--- src/rtl/quadratic_probe_hash_insert_macros.svh ---
// Assertion macros for the quadratic probing hash insert block.
`ifndef QUADRATIC_PROBE_HASH_INSERT_MACROS_SVH
`define QUADRATIC_PROBE_HASH_INSERT_MACROS_SVH
`ifndef NO_ASSERTIONS
`define QPHI_ASSERT_IMPLIES(label, ante, cons, msg) \
  label: assert property (@(posedge clk) disable iff (rst) (ante) |-> (cons)) \
    else $error(msg);
`define QPHI_ASSERT_NEXT(label, ante, cons, msg) \
  label: assert property (@(posedge clk) disable iff (rst) (ante) |=> (cons)) \
    else $error(msg);
`else
`define QPHI_ASSERT_IMPLIES(label, ante, cons, msg)
`define QPHI_ASSERT_NEXT(label, ante, cons, msg)
`endif
`endif

--- src/rtl/qphi_pkg.sv ---
// Shared constants and command and status types of the quadratic probing hash insert block.
`default_nettype none
package qphi_pkg;

  localparam int DEF_TABLE_DEPTH = 1024;
  localparam int DEF_MAX_PROBES  = 64;

  localparam int KEY_W       = 64;
  localparam int VALUE_W     = 64;
  localparam int SLOT_OUT_W  = 10;
  localparam int COUNT_OUT_W = 7;
  localparam int TS_W        = 11;
  localparam int EB_W        = 4;
  localparam int CFG_IDX_W   = 2;
  localparam int CFG_DATA_W  = 11;
  localparam int DIV_CNT_W   = $clog2(KEY_W);
  localparam int ENTRY_MAX_BYTES = VALUE_W / 8;

  localparam logic [TS_W-1:0] RESET_TABLE_SIZE  = 11'd1021;
  localparam logic [EB_W-1:0] RESET_ENTRY_BYTES = 4'd8;
  localparam logic [7:0]      BLANK_BYTE        = 8'hFF;

  localparam logic [CFG_IDX_W-1:0] REG_TABLE_SIZE  = 2'd0;
  localparam logic [CFG_IDX_W-1:0] REG_ENTRY_BYTES = 2'd1;

  typedef struct packed {
    logic clear_step;
    logic load;
    logic div_load;
    logic div_step;
    logic read;
    logic advance;
    logic write;
    logic out_ok;
    logic out_fail;
  } ctrl_cmd_t;

  typedef struct packed {
    logic clear_last;
    logic div_last;
    logic blank;
    logic last_probe;
    logic wrap;
    logic out_free;
  } dp_stat_t;

endpackage
`default_nettype wire

--- src/rtl/qphi_ctrl.sv ---
// Controller state machine sequencing the clearing sweep, remainder steps and slot probes.
`default_nettype none
module qphi_ctrl (
  input  wire logic                clk,
  input  wire logic                rst,
  input  wire logic                in_valid,
  output logic                     in_stall,
  input  wire qphi_pkg::dp_stat_t  stat,
  output qphi_pkg::ctrl_cmd_t      cmd
);
  import qphi_pkg::*;

  typedef enum logic [7:0] {
    S_CLEAR     = 8'b0000_0001,
    S_IDLE      = 8'b0000_0010,
    S_DIV_LOAD  = 8'b0000_0100,
    S_DIV       = 8'b0000_1000,
    S_READ      = 8'b0001_0000,
    S_CHECK     = 8'b0010_0000,
    S_DONE_OK   = 8'b0100_0000,
    S_DONE_FAIL = 8'b1000_0000
  } state_t;

  state_t state;
  state_t state_next;

  always_ff @(posedge clk) begin
    if (rst) begin
      state <= S_CLEAR;
    end else begin
      state <= state_next;
    end
  end

  always_comb begin
    cmd        = '0;
    state_next = state;
    unique case (state)
      S_CLEAR: begin
        cmd.clear_step = 1'b1;
        if (stat.clear_last) begin
          state_next = S_IDLE;
        end
      end
      S_IDLE: begin
        if (in_valid) begin
          cmd.load   = 1'b1;
          state_next = S_DIV_LOAD;
        end
      end
      S_DIV_LOAD: begin
        cmd.div_load = 1'b1;
        state_next   = S_DIV;
      end
      S_DIV: begin
        cmd.div_step = 1'b1;
        if (stat.div_last) begin
          state_next = S_READ;
        end
      end
      S_READ: begin
        cmd.read   = 1'b1;
        state_next = S_CHECK;
      end
      S_CHECK: begin
        priority if (stat.blank) begin
          cmd.write  = 1'b1;
          state_next = S_DONE_OK;
        end else if (stat.last_probe) begin
          state_next = S_DONE_FAIL;
        end else begin
          cmd.advance = 1'b1;
          state_next  = stat.wrap ? S_DIV_LOAD : S_READ;
        end
      end
      S_DONE_OK: begin
        if (stat.out_free) begin
          cmd.out_ok = 1'b1;
          state_next = S_IDLE;
        end
      end
      S_DONE_FAIL: begin
        if (stat.out_free) begin
          cmd.out_fail = 1'b1;
          state_next   = S_IDLE;
        end
      end
      default: begin
        state_next = S_CLEAR;
      end
    endcase
  end

  assign in_stall = (state != S_IDLE);

endmodule
`default_nettype wire

--- config.mk ---
export PLATFORM = sky130hd
export DESIGN_NAME = qphi_ctrl
export DESIGN_NICKNAME = d
export VERILOG_FILES = /design/src/rtl/quadratic_probe_hash_insert_macros.svh /design/src/rtl/qphi_pkg.sv /design/src/rtl/qphi_ctrl.sv
export SDC_FILE = /design/constraint.sdc
export NUM_CORES = 1
export LEC_CHECK = 0
export BUFFER_PORTS_ARGS = -buffer_cell sky130_fd_sc_hd__buf_2
export CELL_PAD_IN_SITES_DETAIL_PLACEMENT = 1
export CELL_PAD_IN_SITES_GLOBAL_PLACEMENT = 2
export CORE_ASPECT_RATIO = 0.7
export CORE_MARGIN = 4
export CORE_UTILIZATION = 31
export CTS_BUF_LIST = sky130_fd_sc_hd__clkbuf_8
export CTS_CLUSTER_SIZE = 16
export DETAILED_ROUTE_END_ITERATION = 8
export MAX_ROUTING_LAYER = met4
export PLACE_DENSITY = 0.87
export SKIP_LAST_GASP = 1
export SLEW_MARGIN = 10
export SYNTH_ARGS = -nofsm -noshare
export SYNTH_HDL_FRONTEND = slang
export SYNTH_SLANG_ARGS = --single-unit
--- constraint.sdc ---
create_clock -name clk -period 2.37 [get_ports clk]
set_input_delay 0 -clock clk [delete_from_list [all_inputs] [get_ports clk]]
set_output_delay 0 -clock clk [all_outputs]
set_load 0.005 [all_outputs]
==> results of run 1 <==
[area by class of cell]
type                            instances  area share [%]
Clock buffer                            3            5.73
Sequential cell                         8            22.2
Multi-Input combinational cell         54            53.0
Tap cell                               21            3.65
Timing Repair Buffer                   19            13.9
Inverter                                3            1.56
[routing by layer]
metal  vias to the layer above  wire length [µm]  global-route usage (%)
met3                         2               123                    4.66
met4                         0                14                    3.98
met1                       279               793                    20.5
met5                         -                 0                       -
li1                        295                 -                       -
met2                        26               715                    20.3
[worst min path at each step]
stage / cells after the start / slack (ns) / startpoint / end
after CTS: 3 / 0.05 / stat[4] / state[4]$_SDFFE_PP0P_
after global routing: 3 / 0.07 / stat[4] / state[4]$_SDFFE_PP0P_
after detailed placement: 2 / 0.24 / in_valid / state[1]$_SDFFE_PP0P_
after global placement: 2 / 0.25 / in_valid / state[1]$_SDFFE_PP0P_
final: 3 / 0.05 / stat[4] / state[4]$_SDFFE_PP0P_
after floorplan: 2 / 0.1 / stat[3] / cmd[2]
[stage by stage]
step / utilization (%) / power, µW
floorplan: - / 360
global placement: 39.8 / 409
detailed placement: 39.8 / 410
CTS: 42.9 / 582
global route: 42.9 / 627
finish: 42.9 / 580
[cells by family after synthesis]
kind of cell	after synthesis	synth area share (%)
xor+xnor	2	3.00
flops	8	27.4
simple gates	37	42.4
buf+inv	7	7.28
compound gates	15	19.9
[power breakdown]
group	total (µW)	switching [µW]	leakage [µW]	internal, µW
clock	165	55.2	0.0000216	110
sequential	207	53.1	0.0000650	154
combinational	207	101	0.000252	106
total	580	210	0.000338	370
[worst min-delay path, cell delays in order]
cell and delay, ns:
buf_2 0.10, nand2_1 0.07, a211oi_2 0.06
[cell usage after synthesis, drive strengths merged (2+ instances only)]
cell type,number,share of area [%]
nand4b,4,6.0
a21oi,2,1.7
and4b,2,3.9
nor3b,2,2.6
and2,2,2.1
inv,3,1.9
xor2,2,3.0
and3,2,2.4
o211ai,2,3.4
buf,4,5.4
nand2,5,3.2
nor3,3,2.6
nor2,6,3.9
o21ai,3,2.6
nor4,5,9.0
a31oi,2,2.1
dfxtp,8,27
==> results.md, run 1 <==
- Clock sink count: 8
- Synth unique cells: 35
- Antenna cells: 0
- Maximum vdd ir drop: 0.000426 V
- Crit Reg-Reg Endpoint: state[0]$_SDFFE_PP1P_
- Crit. End Element: primary output
- Area occupied by multi-input gates: 382 µm²
- Crit path kind: register to primary output
- Reg area: 160 µm²
- CP max-delay cell: nor4_4
- Fin cells: 108
- CTS tree: built
- Fin crit share: 70.2%
- Worst EP required: 2.37 ns
- DRC viols: 0
- Vias in the first global route: 606
- Full die area: 2650 µm²
- Total negative setup slack: 0 ns
- Worst Path Max Fanout: 10
- Total number of vias: 602
- Most used flip-flop cell after synthesis: dfxtp_1
- Synthesized flop and latch total: 8
- Pre-CTS WS: 0.779 ns
- Number of nets with antenna violations after routing: 0
- Placer congestion estimate: 0.761
- Clock Latency Late Sink: 0.23 ns
- Syn avg cell area: 8.47 µm²
- WP depth: 4
- Worst path cell trace: nor4_4, and4b_2, and2_1, buf_2
- First-pass GRT wire length: 2.82 mm
- Die W: 59.9 µm
- Synthesized area: 584 µm²
- Final Slew Violations: 0
- Clock buffer count from CTS: 3
- Syn. warnings: 0
- Fin. Hold Viols: 0
- Share of cells above drive strength 1: 32.2%
- Initial antenna violation count: 0
- Via density per instance: 5.57
- Leakage: 0.000338 µW
- Final instance area: 721 µm²
- HP Class: input pin to register
- Register area share after synthesis: 27.4%
- Worst Setup Start Kind: register
- Post-synthesis async set-or-reset flop share: 0%
- Initial Utilization: 34.7%
- Power density over cell area: 805 nW/µm²
- Slew @ Worst Pin: 0.443 ns
- Port bufs: 18
- Fin crit period: 1.66 ns
- First drt pass iteration count: 4
- I/O pins: 19
- Placed Instances: 104
- Crit path max-delay family: simple AND/OR/NAND/NOR gates
- RSZ-0062 raised after global routing: false
- Tot GR Track Use: 14.7%
- H-tree depth: 1
- Max Cap Viol: 0
- Post_cts resized: 0
- Critical Path Max Stage Delay: 0.43 ns
- Worst reg-to-reg path cell count: 4
- Reg-to-reg slack, setup: 0.72 ns
- Top Registers: state (8)
- Total Wirelength: 1.65 mm
- Buf/Inv on CP: 1
- GRT overflow: 0
- WHS: 0.0516 ns
- Critical R2R Launch: state[0]$_SDFFE_PP1P_
- DP Area: 669 µm²
- CP startpoint: state[0]$_SDFFE_PP1P_
- Max Clk Rate: 601 MHz
- Flip-flop count of the largest register after layout: 8
- Hold buffer count at cts: 1
- Slew headroom: 70.2%
- Pin count of the biggest net entering global routing: 12
- CTS Root Cell: clkbuf_8
- EDFF count, synth: 0
- Height of the die: 44.3 µm
- Most frequent cells in the layout: buf_2 (18), dfxtp_1 (8), nor2_1 (6)
- Core area: 1680 µm²
- Fill count: 217
- Largest Register: state
- First-iteration detailed-routing DRC count: 16
- Post-CTS Setup Inserts: 0
- Most common cell after layout, fill and taps aside: buf_2
- Core Rows: 12
- Synthesized instance count: 69
- Crit path arrival time: 1.66 ns
- Area Overhead vs Synth: 23.3%
- Setup crit end: cmd[3]
- Clk buf depth: 2
- Clock-pin slew on the worst setup and hold paths: 0.04 ns
- Final #Nets: 98
- Setup slack after layout: 0.707 ns
- Mapped Nets: 78
- Worst Skew: 0.00652 ns
- Status: finished clean
- Wire length per cell: 15.2 µm
- Final setup violation count: 0
- DP HPWL: 1.22 mm
Note: power is estimated with default switching activity, not from simulation.
==> run 2, diff against run 1 <==
--- a/config.mk
+++ b/config.mk
@@ -5,17 +5,18 @@
 export SDC_FILE = /design/constraint.sdc
 export NUM_CORES = 1
 export LEC_CHECK = 0
+export ABC_AREA = 1
 export BUFFER_PORTS_ARGS = -buffer_cell sky130_fd_sc_hd__buf_2
 export CELL_PAD_IN_SITES_DETAIL_PLACEMENT = 1
 export CELL_PAD_IN_SITES_GLOBAL_PLACEMENT = 2
 export CORE_ASPECT_RATIO = 0.7
 export CORE_MARGIN = 4
-export CORE_UTILIZATION = 31
+export CORE_UTILIZATION = 29
 export CTS_BUF_LIST = sky130_fd_sc_hd__clkbuf_8
 export CTS_CLUSTER_SIZE = 16
 export DETAILED_ROUTE_END_ITERATION = 8
 export MAX_ROUTING_LAYER = met4
-export PLACE_DENSITY = 0.87
+export PLACE_DENSITY = 0.82
 export SKIP_LAST_GASP = 1
 export SLEW_MARGIN = 10
 export SYNTH_ARGS = -nofsm -noshare
==> constraint.sdc (replaced) <==
create_clock -name clk -period 1.68 [get_ports clk]
set_input_delay 0 -clock clk [delete_from_list [all_inputs] [get_ports clk]]
set_output_delay 0 -clock clk [all_outputs]
set_load 0.005 [all_outputs]
==> run 2 against run 1 <==
Against the previous run: clock power increased by 42%; power is 41% higher; critical path type unchanged; sequential power increased by 10%; first-iteration DRC count rose by 38%; synthesized cell count grew 42%; worst hold slack got worse by 0.014 ns; critical path depth rose by 2; largest cell class unchanged; non-clock buffer count fell by 1; routed wire length grew 12%; count of clock-buffer cells in the layout unchanged; global-route usage shrank 1.4 points; setup slack lost 0.28 ns.
==> results.md, run 2 <==
- Critical Path Max Stage Delay: 0.32 ns (-0.11 ns)
- Flip-flop count of the largest register after layout: 8 (unchanged)
- Final setup violation count: 0 (unchanged)
- Synthesized flop and latch total: 8 (unchanged)
- Power density over cell area: 926 nW/µm² (+15%)
- Fin crit period: 1.26 ns
- Share of cells above drive strength 1: 50.4% (+18 points)
- Worst EP required: 1.68 ns (-0.69 ns)
- Most used flip-flop cell after synthesis: dfxtp_1
- H-tree depth: 1 (unchanged)
- Leakage: 0.000517 µW (+53%)
- Routed length on met1: 860 µm (+8.4%)
- CTS tree: built
- Max Clk Rate: 796 MHz
- Vias in the first global route: 627 (+3.5%)
- Total number of vias: 646 (+7.3%)
- Total Wirelength: 1.84 mm (+12%)
- CTS Root Cell: clkbuf_8
- EDFF count, synth: 0 (unchanged)
- Via density per instance: 4.28 (-23%)
- Height of the die: 49.4 µm (+11%)
- First drt pass iteration count: 4 (unchanged)
- CP max-delay cell: dfxtp_1
- First-iteration detailed-routing DRC count: 22 (+6)
- Placed Instances: 148 (+42%)
- Clock Latency Late Sink: 0.23 ns (about the same)
- Slew @ Worst Pin: 0.233 ns (-0.210 ns)
- Post-synthesis async set-or-reset flop share: 0% (unchanged)
- Fin crit share: 74.8%
- Antenna cells: 0 (unchanged)
- Full die area: 3320 µm² (+25%)
- Worst Path Max Fanout: 5 (-5)
- Number of nets with antenna violations after routing: 0 (unchanged)
- Hold buffer count at cts: 0 (-1)
- Synthesized instance count: 98 (+42%)
- Clock buffer count from CTS: 3 (unchanged)
- Top cell type's share of synthesized area: 22.5% (-4.9 points)
- Total negative setup slack: 0 ns (unchanged)
- Initial Utilization: 31.7% (-3.1 points)
- Area Overhead vs Synth: 24.1%
- Final instance area: 882 µm² (+22%)
- CP dominant cell by count: nand2_4
- Syn avg cell area: 7.25 µm² (-14%)
- Top cells by count, synth: inv_1 (13), nand2_1 (13), nor2_1 (13)
- DP HPWL: 1.53 mm (+26%)
- Synthesized area: 711 µm² (+22%)
- Fin. Hold Viols: 0 (unchanged)
- Post_cts resized: 0 (unchanged)
- Status: finished clean
- Crit path kind: register to primary output
- Clock sink count: 8 (unchanged)
- Met2 WL: 786 µm (+9.9%)
- Wire length on met3: 141 µm (+15%)
- Top Registers: state (8)
- GRT overflow: 0 (unchanged)
- Final Slew Violations: 0 (unchanged)
- First-pass GRT wire length: 3.06 mm (+8.8%)
- Final #Nets: 130 (+33%)
- Clk buf depth: 2 (unchanged)
- Post-CTS Setup Inserts: 0 (unchanged)
- Wire length per cell: 12.2 µm (-20%)
- Largest area contributor in the netlist: dfxtp_1
- Worst path cell trace: inv_2, nand2_4, nor2_8, nand2_4, nor2_1, buf_2
- Syn. warnings: 0 (unchanged)
- Max Cap Viol: 0 (unchanged)
- Maximum vdd ir drop: 0.000404 V (-5.1%)
- Synth unique cells: 22 (-37%)
- Worst Setup Start Kind: register
- Largest Register: state
- Port bufs: 18 (unchanged)
- Die W: 67.2 µm (+12%)
- Worst Skew: 0.000916 ns (-0.00561 ns)
- HP Class: input pin to register
- Initial antenna violation count: 0 (unchanged)
- Tot GR Track Use: 13.3% (-1.4 points)
- Synth top area cells: dfxtp_1 (23%), nand2_4 (13%), nand3_2 (7.0%)
- Slew headroom: 84.3% (+14 points)
- Core Rows: 14 (+2)
- Register area share after synthesis: 22.5% (-4.9 points)
- RSZ-0062 raised after global routing: false
- Pin count of the biggest net entering global routing: 8 (-4)
- Crit. End Element: primary output
- I/O pins: 19 (unchanged)
- Mapped Nets: 107 (+37%)
- Most common cell after layout, fill and taps aside: buf_2
- DP Area: 841 µm² (+26%)
- Most frequent cells in the layout: buf_2 (18), inv_1 (13), nor2_1 (13), nand2_1 (13)
- Fin cells: 151 (+40%)
- Placer congestion estimate: 0.726 (-4.7%)
- Top routing layer in use: met4
- Crit path arrival time: 1.26 ns (-0.40 ns)
- Clock-pin slew on the worst setup and hold paths: 0.04 ns (about the same)
- Core area: 2240 µm² (+33%)
- DRC viols: 0 (unchanged)
## run 2: cell types whose count changed after synthesis, sizes merged, moves of 4 or more
cell	previous run	this run
nand3	1	10
nor4	5	0
buf	4	0
inv	3	22
nor2	6	22
nand2	5	26
nand4b	4	0
## run 2: power by group
part | switching (µW) | total, µW | leakage, µW | internal [µW]
Combinational | 220 | 355 | 0.000431 | 135
Sequential | 16.1 | 228 | 0.0000650 | 212
Clock | 78.1 | 234 | 0.0000216 | 155
## run 2: layer usage
metal	up-vias	global-route usage (%)
li1	337	-
met1	291	17.6
met2	14	17.5
met3	4	4.38
met4	0	7.07
met5	-	-
## run 2: kinds of logic (layout without fill, tap and decap cells)
| logic type | after synthesis | in the layout | share of synthesized area [%] |
|---|---|---|---|
| and+or+nand+nor | 62 | 62 | 60.9 |
| buffers and inverters | 23 | 44 | 12.7 |
| AOI/OAI and AO/OA | 5 | 5 | 3.87 |
| DFF | 8 | 8 | 22.5 |
## run 2: final timing paths
path	start	end	slack, ns	cells past startpoint
worst min register to register	state[7]$_SDFFE_PP0P_	state[7]$_SDFFE_PP0P_	0.49	2
worst min-delay path	rst	state[3]$_SDFFE_PP0P_	0.04	2
worst max register to register	state[3]$_SDFFE_PP0P_	state[7]$_SDFFE_PP0P_	0.43	9
worst max-delay path	state[3]$_SDFFE_PP0P_	cmd[2]	0.42	6
## run 2: final cells by class
cell class | count | area, µm²
inverter | 23 | 90.1
sequential | 8 | 160
fill | 295 | 1360
tap | 32 | 40.0
timing repair buffer | 18 | 90.1
clock buffer | 3 | 41.3
multi-input combinational | 67 | 460
## run 2: per-stage QoR
stage                     utilization, %  hold WS [ns]  setup WS [ns]  total power [µW]
after floorplan                        -        0.0214          0.558               501
after global placement              37.5         0.275          0.429               584
after detailed placement            37.5         0.274          0.433               589
after CTS                           39.3        0.0336          0.396               832
after global routing                39.3        0.0497          0.288               874
final                               39.3        0.0373          0.423               817
## run 2: critical path, delay by kind of cell (launching register included)
kind          cells  cell delay, ns
buf+inv           2            0.21
simple gates      4            0.50
flops             1            0.32
==> run 3, diff against run 2 <==
--- a/config.mk
+++ b/config.mk
@@ -11,12 +11,12 @@
 export CELL_PAD_IN_SITES_GLOBAL_PLACEMENT = 2
 export CORE_ASPECT_RATIO = 0.7
 export CORE_MARGIN = 4
-export CORE_UTILIZATION = 29
+export CORE_UTILIZATION = 26
 export CTS_BUF_LIST = sky130_fd_sc_hd__clkbuf_8
 export CTS_CLUSTER_SIZE = 16
 export DETAILED_ROUTE_END_ITERATION = 8
 export MAX_ROUTING_LAYER = met4
-export PLACE_DENSITY = 0.82
+export PLACE_DENSITY = 0.78
 export SKIP_LAST_GASP = 1
 export SLEW_MARGIN = 10
 export SYNTH_ARGS = -nofsm -noshare
==> constraint.sdc (replaced) <==
create_clock -name clk -period 1.1 [get_ports clk]
set_input_delay 0 -clock clk [delete_from_list [all_inputs] [get_ports clk]]
set_output_delay 0 -clock clk [all_outputs]
set_load 0.005 [all_outputs]
==> run 3 against run 2 <==
Against the previous run: the flow now finishes with violations (negative setup slack); count of clock-buffer cells in the layout unchanged; critical path type unchanged; clock skew increased by 0.0018 ns; core utilization increased by 5.9 points; worst hold slack got worse by 0.029 ns; sequential cell count unchanged; clock power increased by 58%; combinational power increased by 110%; sequential share of layout area decreased by 3.2 points; non-clock buffer count increased by 16; via count increased by 14%.
==> results.md, run 3 (same netlist as run 2, synthesis figures left out) <==
- Status: finished with violations
- Failing checks: negative setup slack
- Clock-pin slew on the worst setup and hold paths: 0.05 ns (about the same)
- Final setup violation count: 18 (+18)
- Share of cells above drive strength 1: 68.9% (+18 points)
- Flip-flop count of the largest register after layout: 8 (unchanged)
- Slew headroom: 85.8% (+1.5 points)
- Max Clk Rate: 737 MHz
- GRT overflow: 0 (unchanged)
- Total number of vias: 735 (+14%)
- Clock sink count: 8 (unchanged)
- Clock buffer count from CTS: 3 (unchanged)
- Clock Latency Late Sink: 0.23 ns (about the same)
- RSZ-0062 raised after global routing: true
- Initial Utilization: 28.0% (-3.6 points)
- Largest Register: state
- Tot GR Track Use: 13.0% (-0.26 points)
- Reg-to-reg slack, setup: -0.23 ns (-0.66 ns)
- Worst reg-to-reg path cell count: 9 (unchanged)
- Clk pwr share: 25.1% (-3.5 points)
- HP Class: input pin to register
- CTS Root Cell: clkbuf_8
- Pin count of the biggest net entering global routing: 8 (unchanged)
- Crit. End Element: primary output
- Final Slew Violations: 0 (unchanged)
- Internal power: 919 µW (+83%)
- Worst EP required: 1.10 ns (-0.58 ns)
- Switching pwr: 553 µW (+76%)
- Core area: 2530 µm² (+13%)
- CTS tree: built
- Number of nets with antenna violations after routing: 0 (unchanged)
- Full die area: 3650 µm² (+9.9%)
- Critical R2R Launch: state[6]$_SDFFE_PP0P_
- Crit path arrival time: 1.36 ns (+0.10 ns)
- Fin crit period: 1.36 ns
- CP startpoint: state[3]$_SDFFE_PP0P_
- Hold buffer count at cts: 0 (unchanged)
- Setup slack after layout: -0.257 ns (-0.680 ns)
- Crit Reg-Reg Endpoint: state[7]$_SDFFE_PP0P_
- Wire length per cell: 12.6 µm (+3.2%)
- Total Wirelength: 2.12 mm (+15%)
- First drt pass iteration count: 3 (-1)
- Logic gate share of total power: 50.9% (+7.4 points)
- Core Rows: 15 (+1)
- Worst Path Max Fanout: 5 (unchanged)
- Final #Nets: 146 (+12%)
- Slew @ Worst Pin: 0.212 ns (-0.0205 ns)
- Vias in the first global route: 760 (+21%)
- Via density per instance: 4.35 (+1.7%)
- DRC viols: 0 (unchanged)
- Placed Instances: 160 (+8.1%)
- Most frequent cells in the layout: buf_2 (15), nand2_1 (12), buf_6 (11)
- DP HPWL: 1.62 mm (+5.4%)
- Port bufs: 18 (unchanged)
- Setup crit end: cmd[3]
- Clk buf depth: 2 (unchanged)
- Placer congestion estimate: 0.753 (+3.8%)
- Sequential share of power: 24.0% (-3.9 points)
- Crit path kind: register to primary output
- Maximum vdd ir drop: 0.000603 V (+49%)
- Area Overhead vs Synth: 61.4%
- First-pass GRT wire length: 3.55 mm (+16%)
- Power density over cell area: 1280 nW/µm² (+39%)
- Total negative setup slack: -3.25 ns (-3.25 ns)
- Fin crit share: 123%
- Leakage: 0.000621 µW (+20%)
- Max Cap Viol: 0 (unchanged)
- HP Start: rst
- Most common cell after layout, fill and taps aside: buf_2
- Pre-CTS WS: -0.182 ns (-0.615 ns)
- Height of the die: 51.7 µm (+4.7%)
- Switching part of the total: 37.6% (-0.92 points)
- Fin cells: 169 (+12%)
- Antenna cells: 0 (unchanged)
- H-tree depth: 1 (unchanged)
- First-iteration detailed-routing DRC count: 26 (+18%)
- Worst Setup Start Kind: register
- Initial antenna violation count: 0 (unchanged)
- I/O pins: 19 (unchanged)
- Final Power: 1470 µW (+80%)
- Top Registers: state (8)
- Fin. Hold Viols: 0 (unchanged)
- Die W: 70.5 µm (+4.9%)
- Worst Skew: 0.00271 ns (+0.00179 ns)
[run 3: changes by cell type in the layout (fill, tap and decap cells not counted), moves of 2 or more]
| cell | change |
|---|---|
| dfxtp_2 | +6 |
| nand2_8 | +2 |
| nand3_1 | -2 |
| dfxtp_1 | -7 |
| nor2_4 | +3 |
| buf_4 | +8 |
| inv_4 | +4 |
| buf_2 | -3 |
| inv_1 | -3 |
| buf_6 | +11 |
| nor2_1 | -3 |
[run 3: worst max-delay path, cell delays in order, from the launching register on]
cell	delay (ns)
dfxtp_2	0.32
inv_2	0.09
nand2_8	0.07
nor2_8	0.18
nand2_4	0.09
nor3_4	0.15
buf_4	0.14
buf_6	0.08
[run 3: final cells by class]
class                      instances  area, µm²
tap                               34       42.5
fill                             318       1390
multi-input combinational         67        534
clock buffer                       3       41.3
inverter                          23       98.8
sequential                         8        171
timing repair buffer              34        259
[run 3: how the worst min path moves through the flow]
stage / to / depth (start not counted)
2_1_floorplan: cmd[3] / 1
4_1_cts: state[3]$_SDFFE_PP0P_ / 2
5_1_grt: state[3]$_SDFFE_PP0P_ / 2
3_5_place_dp: state[7]$_SDFFE_PP0P_ / 2
6_report: state[3]$_SDFFE_PP0P_ / 2
3_3_place_gp: state[6]$_SDFFE_PP0P_ / 2
[run 3: per-layer routing]
| metal | global-route usage [%] | wire [µm] | vias up |
|---|---|---|---|
| li1 | - | - | 371 |
| met1 | 14.6 | 946 | 346 |
| met2 | 23.9 | 1080 | 16 |
| met3 | 3.09 | 82 | 2 |
| met4 | 2.87 | 16 | 0 |
| met5 | - | 0 | - |
[run 3: power by group through the flow]
stage	clock network (µW)	registers (µW)	logic, µW
global placement	0	357	617
finish	370	353	749
CTS	390	354	729
detailed placement	0	359	621
global route	404	356	824
floorplan	0	352	428
[run 3: repair_timing]
action | CTS | global route
pin swaps | 7 | 10
gates resized for setup | 20 | 21
buffers inserted | 5 | 1
hold endpoints to repair | 0 | 0
endpoints found under the setup margin | 18 | 18
[run 3: through the flow]
| stage | cell area (µm²) | hold WS [ns] | utilization (%) |
|---|---|---|---|
| 6_report | 1150 | 0.00837 | 45.3 |
| 5_1_grt | 1150 | 0.0287 | 45.3 |
| 4_1_cts | 1070 | 0.0122 | 42.2 |
| 3_5_place_dp | 920 | 0.265 | 36.3 |
| 3_3_place_gp | 920 | 0.263 | 36.3 |
| 2_1_floorplan | 712 | 0.0214 | - |
